<file path="src/sv/mtg_pkg.sv">
// Shared types, constants and the tempering function for the MT19937 generator.
// Used by mtg_ctrl, mtg_datapath and mt19937_generator_top; no dependencies.
package mtg_pkg;

	localparam int unsigned STATE_WORDS  = 624;
	localparam int unsigned TWIST_OFFSET = 397;
	// index width also holds STATE_WORDS itself (pool exhausted marker)
	localparam int unsigned IDX_W        = $clog2(STATE_WORDS + 1);

	typedef logic [IDX_W-1:0] idx_t;
	typedef logic [31:0]      word_t;

	localparam idx_t  LAST_IDX   = idx_t'(STATE_WORDS - 1);
	localparam idx_t  POOL_EMPTY = idx_t'(STATE_WORDS);

	localparam word_t MATRIX_A   = 32'h9908_b0df;
	localparam word_t UPPER_MASK = 32'h8000_0000;
	localparam word_t LOWER_MASK = 32'h7fff_ffff;
	localparam word_t SEED_MULT  = 32'h6c07_8965;
	localparam word_t TEMPER_B   = 32'h9d2c_5680;
	localparam word_t TEMPER_C   = 32'hefc6_0000;

	localparam logic OP_SEED = 1'b0;
	localparam logic OP_DRAW = 1'b1;

	typedef enum logic [3:0] {
		DP_NOP,
		DP_SEED_FIRST,
		DP_SEED_MUL,
		DP_SEED_ADD,
		DP_TW_PRE,
		DP_TW_NXT,
		DP_TW_FAR,
		DP_TW_WR,
		DP_DRAW_RD,
		DP_DRAW_OUT
	} dp_op_t;

	typedef struct packed {
		dp_op_t op;
	} dp_cmd_t;

	typedef struct packed {
		logic exhausted;
		logic last;
	} dp_status_t;

	function automatic word_t temper(input word_t w);
		word_t y;
		y = w;
		y = y ^ (y >> 11);
		y = y ^ ((y << 7) & TEMPER_B);
		y = y ^ ((y << 15) & TEMPER_C);
		y = y ^ (y >> 18);
		return y;
	endfunction

endpackage

</file>
<file path="src/sv/mtg_ctrl.sv">
// Controller FSM: sequences seeding, twist passes and draws; owns the handshakes.
// Depends on mtg_pkg; commands mtg_datapath through dp_cmd_t.
module mtg_ctrl (
	input  logic                clk,
	input  logic                arst_n,
	input  logic                in_valid,
	output logic                in_ready,
	input  logic                operation,
	output logic                out_valid,
	input  logic                out_ready,
	input  mtg_pkg::dp_status_t status,
	output mtg_pkg::dp_cmd_t    cmd
);
	import mtg_pkg::*;

	typedef enum logic [2:0] {
		ST_IDLE,
		ST_SD_MUL,
		ST_SD_ADD,
		ST_TW_NXT,
		ST_TW_FAR,
		ST_TW_WR,
		ST_DR_RD,
		ST_DR_OUT
	} state_t;

	state_t state_q;
	state_t state_d;
	logic   out_valid_q;
	logic   out_load;

	assign in_ready  = (state_q == ST_IDLE);
	assign out_valid = out_valid_q;
	assign out_load  = (state_q == ST_DR_OUT) && (!out_valid_q || out_ready);

	always_comb begin
		state_d = state_q;
		cmd.op  = DP_NOP;
		case (state_q)
			ST_IDLE: begin
				if (in_valid) begin
					if (operation == OP_SEED) begin
						cmd.op  = DP_SEED_FIRST;
						state_d = ST_SD_MUL;
					end else if (status.exhausted) begin
						cmd.op  = DP_TW_PRE;
						state_d = ST_TW_NXT;
					end else begin
						cmd.op  = DP_DRAW_RD;
						state_d = ST_DR_OUT;
					end
				end
			end
			ST_SD_MUL: begin
				cmd.op  = DP_SEED_MUL;
				state_d = ST_SD_ADD;
			end
			ST_SD_ADD: begin
				cmd.op  = DP_SEED_ADD;
				state_d = status.last ? ST_IDLE : ST_SD_MUL;
			end
			ST_TW_NXT: begin
				cmd.op  = DP_TW_NXT;
				state_d = ST_TW_FAR;
			end
			ST_TW_FAR: begin
				cmd.op  = DP_TW_FAR;
				state_d = ST_TW_WR;
			end
			ST_TW_WR: begin
				cmd.op  = DP_TW_WR;
				state_d = status.last ? ST_DR_RD : ST_TW_NXT;
			end
			ST_DR_RD: begin
				cmd.op  = DP_DRAW_RD;
				state_d = ST_DR_OUT;
			end
			ST_DR_OUT: begin
				// hold the read word until the output register frees up
				if (out_load) begin
					cmd.op  = DP_DRAW_OUT;
					state_d = ST_IDLE;
				end
			end
			default: begin
				state_d = ST_IDLE;
			end
		endcase
	end

	always_ff @(posedge clk or negedge arst_n) begin
		if (!arst_n) begin
			state_q     <= ST_IDLE;
			out_valid_q <= 1'b0;
		end else begin
			state_q <= state_d;
			if (out_load) begin
				out_valid_q <= 1'b1;
			end else if (out_ready) begin
				out_valid_q <= 1'b0;
			end
		end
	end

	a_twist_then_read: assert property (@(posedge clk) disable iff (!arst_n)
		(state_q == ST_TW_WR) && status.last |=> state_q == ST_DR_RD)
		else $error("twist pass did not hand over to the draw read");

	a_load_sets_valid: assert property (@(posedge clk) disable iff (!arst_n)
		out_load |=> out_valid_q)
		else $error("output beat lost after load");

	a_seed_ends_idle: assert property (@(posedge clk) disable iff (!arst_n)
		(state_q == ST_SD_ADD) && status.last |=> state_q == ST_IDLE)
		else $error("seed fill did not finish after the last word");

endmodule

</file>
<file path="config.mk">
export PLATFORM = sky130hd
export DESIGN_NAME = mtg_ctrl
export DESIGN_NICKNAME = d
export VERILOG_FILES = /design/src/sv/mtg_pkg.sv /design/src/sv/mtg_ctrl.sv
export SDC_FILE = /design/constraint.sdc
export NUM_CORES = 1
export LEC_CHECK = 0
export ABC_AREA = 1
export BUFFER_PORTS_ARGS = -buffer_cell sky130_fd_sc_hd__buf_2
export CORE_AREA = 5 5 42 44
export DETAILED_ROUTE_END_ITERATION = 12
export DIE_AREA = 0 0 47 49
export GPL_ROUTABILITY_DRIVEN = 0
export PLACE_DENSITY = 0.58
export SETUP_SLACK_MARGIN = 0.4
export SLEW_MARGIN = 20
export SYNTH_ARGS = -nofsm -noshare
export SYNTH_HDL_FRONTEND = slang
export SYNTH_SLANG_ARGS = --single-unit
</file>
<file path="constraint.sdc">
create_clock -name clk -period 3 [get_ports clk]
set_input_delay 0.3 -clock clk [delete_from_list [all_inputs] [get_ports clk]]
set_output_delay 0.3 -clock clk [all_outputs]
set_load 0.02 [all_outputs]
</file>
* Yosys cells after proc, flatten, opt, wreduce, memory -nomap -nowiden
Index checks and enable logic that the tools add are counted.
Operators by class: $add $sub $neg 0, $mul 0, divide/modulo/power cells 0, order comparisons 0, eq/ne operators 9, shifts and indexed selects 0, muxes and demuxes 14, bitwise operators 0, reductions and logical operators 6
Operator list (number):
- 4-bit one-hot mux with 8 select lines | 1
- 3-bit one-hot mux with 8 select lines | 1
- 4-bit 2-to-1 mux | 4
- 3-bit 2-to-1 mux | 5
- 3-bit equality test (second input constant) | 4
- 3-bit by 2-bit equality test with 1-bit output (second input constant) | 2
- 2-bit != test (second input constant) | 2
- 3-bit by 1-bit equality test with 1-bit output (second input constant) | 1
- 3-bit zero test | 1
- 1-bit 2-to-1 mux | 3
- 2-bit AND reduction | 1
- 2-bit nonzero test | 1
- 1-bit logical AND | 1
- 1-bit zero test | 1
- 1-bit logical OR | 1
Word-level totals: register bits after elaboration 4, latch bits 0, memory bits (writable) 0, ROM bits 0, bits of input ports 7, output and inout bits 6, memories kept 0

* Longest topological paths before layout
word-level depth 5, gate-level depth with buffers 8, gate-level depth less buffers 7

* Least setup slack after synthesis
OpenSTA, ideal clock, no wires.
path type register to output, start point register state_q[0], end point output port cmd[0] in the netlist's numbering, arrival 1073 ps, data required time 2700 ps, setup slack 1627 ps, cell stages (with the launch flop) 6, buffers on the path 1, cell sequence dfrtp_1 > buf_6 > nor3_4 > o21ai_1 > nand2_1 > inv_1
RTL lines:
- start, declared | RTL line mtg_ctrl.sv:27 | state_t state_q;
- start signal, assigned | RTL line mtg_ctrl.sv:96 | state_q <= state_d;
- end, declared | RTL line mtg_ctrl.sv:12 | output mtg_pkg::dp_cmd_t cmd

==> flow_metrics.py <==
metrics = {
    "status": {
        "status": "complete, no violations",
    },
    "pwr": {
        "p_int_w": 0.000264,
        "switching_power_w": 0.000331,
        "comb_power_share_pct": 62.4,
        "power_density_nw_per_um2": 1210,
        "swShare_pct": 55.6,
        "peakVddDrop_mv": 0.390,
        "power_frac_seq_pct": 26.8,
        "leakagePower_nw": 0.291,
        "clockPowerShare_pct": 10.8,
    },
    "cells_and_area": {
        "final_nets": 83,
        "synthToLayoutAreaGrowth_pct": 19.0,
        "drive_gt1_share_pct": 36.5,
        "n_antenna_cell": 0,
        "final_cells": 90,
    },
    "setup_path": {
        "r2r_cells": 7,
        "start_kind": "register",
        "crit_path_max_fanout": 8,
        "crit_path_end_kind": "output pin",
        "critPathMaxStageDelay_ns": 0.61,
        "startpoint": "state_q[1]$_DFFE_PN0P_",
        "worst-r2r-setup-slack_ns": 1.77,
        "crit_arrival_ns": 1.47,
        "criticalPathCategory": "reg -> out",
        "worst_path_most_repeated_cell": "nand2_1",
        "slowest_stage": "dfrtp_1",
        "r2r-end": "state_q[1]$_DFFE_PN0P_",
        "required_ns": 2.70,
        "cp-endpoint": "cmd[0]",
        "timing.rr.start": "state_q[0]$_DFFE_PN0P_",
        "worstPathCellList": "inv_2 > nand2_1 > nand2_1 > nand2_1 > o21ai_1 > nand2_1 > inv_1 > buf_2",
    },
    "route": {
        "routed_via_density": 4.56,
        "drt-initial-drc-count": 3,
        "first_pass_iters": 6,
        "via_count": 410,
        "drcViolationCount": 0,
        "wl_per_cell_um": 9.09,
        "drt-total-wl_um": 818,
        "ant_nets": 0,
    },
    "timing": {
        "setup-tns-final_ns": 0,
        "worst-slew-pin-transition_ns": 0.475,
        "hold_ws_ns": 0.302,
        "period_share_pct": 58.9,
        "fin_ws_ns": 1.23,
        "min_period_ns": 1.77,
        "rsz0062_at_grt": "no",
        "hold_viol_final": 0,
        "fmax_mhz": 566,
        "drv_slew": 0,
        "clock_skew_ns": 0.000854,
        "setup_violations": 0,
        "worst_slew_margin_rel_pct": 68.3,
    },
    "global_route": {
        "grt_pass1_vias": 385,
        "antenna_found_initial": 0,
        "track_usage_pct": 9.12,
        "grt-ovfl-total": 0,
        "grt_first_pass_wirelength_um": 1520,
        "grt_max_degree": 10,
    },
    "yosys": {
        "ys_warn_count": 0,
        "synth_nets": 68,
        "synth.top_cell.area_share_pct": 24.1,
        "syn_avg_cell_area_sq_um": 6.81,
        "synth.top_cells.by_area": "dfrtp_1, nand2_1, nand3_1",
        "synth.distinct_cells": 16,
        "ys_seq_area_share_pct": 24.1,
        "netlist_instances": 61,
        "syn_area_sq_um": 415,
        "synth_top_area_cell": "dfrtp_1",
        "ys_ff_latch": 4,
    },
    "floorplan": {
        "die_area_sq_um": 2300,
        "coreArea_sq_um": 1400,
        "initial_core_util_pct": 29.6,
        "die_w_um": 47,
        "die_h_um": 49,
        "fp-row-count": 14,
        "ioPinCount": 13,
    },
    "place": {
        "io_buffers": 12,
        "dp_hpwl_um": 694,
        "place_inst": 86,
        "dp_slack_ns": 1.48,
    },
    "cts": {
        "cts.path.max_buffers": 2,
        "cts_setup_buffers": 0,
        "cts_tree": "built",
        "htree_num_levels": 1,
        "clkTransAtPathRegs_ns": 0.04,
        "root_buffer": "clkbuf_4",
        "cts_buffers": 3,
        "cts_sinks": 4,
        "worstSkewPairLatency_ns": 0.23,
    },
    "hold_path": {
        "min_path_type": "in -> reg",
    },
    "job": {
        "maxCapViolCount": 0,
    },
}
-- worst max-delay path: cells and delay by family, from the launching register on --
family / cells / cell delay [ns]
flops: 1 / 0.61
buf+inv: 3 / 0.28
simple gates: 4 / 0.28
compound gates: 1 / 0.06
-- cell type report --
class                           count  area [sq um]
Tap cell                           16          20.0
Multi-Input combinational cell     44           244
Inverter                           10          37.5
Fill cell                         167           907
Sequential cell                     4           100
Timing Repair Buffer               13          70.1
Clock buffer                        3          22.5
-- routing by layer --
| layer | share of wire (%) | wire length, um | GRT usage [%] | up-vias |
|---|---|---|---|---|
| met4 | 0 | 0 | 5.53 | 0 |
| met2 | 46 | 376 | 11.8 | 10 |
| met5 | 0 | 0 | 0 | - |
| li1 | - | - | - | 217 |
| met1 | 49 | 398 | 13.1 | 183 |
| met3 | 5.3 | 43 | 2.21 | 0 |
-- power groups by stage --
stage               clock (W)  combinational (W)  sequential [W]
finish              0.0000643           0.000372        0.000160
global route        0.0000708           0.000425        0.000167
detailed placement          0           0.000374        0.000160
floorplan                   0           0.000378       0.0000991
CTS                 0.0000672           0.000377        0.000160
global placement            0           0.000378        0.000159
-- what timing repair did --
action | 4_1_cts | 5_1_grt
hold buffers | 1 | 0
endpoints found under the setup margin | 0 | 0
endpoints found under the hold margin | 4 | 0
gates resized for setup | 0 | 0
-- stage by stage --
stage / utilization, % / power, W / cell area (sq um)
2_1_floorplan: - / 0.000477 / 415
3_3_place_gp: 32.9 / 0.000537 / 462
3_5_place_dp: 32.9 / 0.000534 / 462
4_1_cts: 35.3 / 0.000604 / 494
5_1_grt: 35.3 / 0.000663 / 494
6_report: 35.3 / 0.000596 / 494
-- cells in the final DEF, fill, tap and decap left out, types with 2 or more instances in the layout --
| master | instances |
|---|---|
| buf_2 | 12 |
| inv_2 | 5 |
| inv_1 | 5 |
| o21ai_0 | 2 |
| nand2_2 | 2 |
| clkbuf_4 | 3 |
| nand2_1 | 19 |
| o21ai_1 | 4 |
| dfrtp_1 | 4 |
| nand3_1 | 9 |
| nor2_4 | 2 |
-- logic make-up (layout without fill, tap and decap cells) --
| group | Yosys count | in the layout | share of synthesized area [%] |
|---|---|---|---|
| buf+inv | 13 | 26 | 17.2 |
| simple gates | 37 | 37 | 49.7 |
| compound gates | 7 | 7 | 9.04 |
| flops | 4 | 4 | 24.1 |
-- cells in the mapped netlist --
cell	count
nand3_4	1
nand3_1	9
dfrtp_1	4
o21a_1	1
nand2_4	1
nor3_4	1
buf_6	3
o21ai_0	2
nand2_2	2
inv_1	5
nand2_1	19
inv_2	5
nor2_1	1
nand4_1	1
o21ai_1	4
nor2_4	2
-- how the worst min path moves through the flow --
stage	start	to	slack [ns]	cells past startpoint
global route	out_ready	out_valid$_DFFE_PN0P_	0.31	2
global placement	arst_n	state_q[2]$_DFFE_PN0P_	0.11	1
floorplan	arst_n	out_valid$_DFFE_PN0P_	0.004	0
detailed placement	arst_n	out_valid$_DFFE_PN0P_	0.11	1
finish	out_ready	out_valid$_DFFE_PN0P_	0.30	2
CTS	out_ready	out_valid$_DFFE_PN0P_	0.30	2
-- sequential cells by signal, indices dropped and copies added (netlist names) --
signal	count
out_valid	1
state_q	3
No activity file was read; power rests on OpenSTA's default activity.
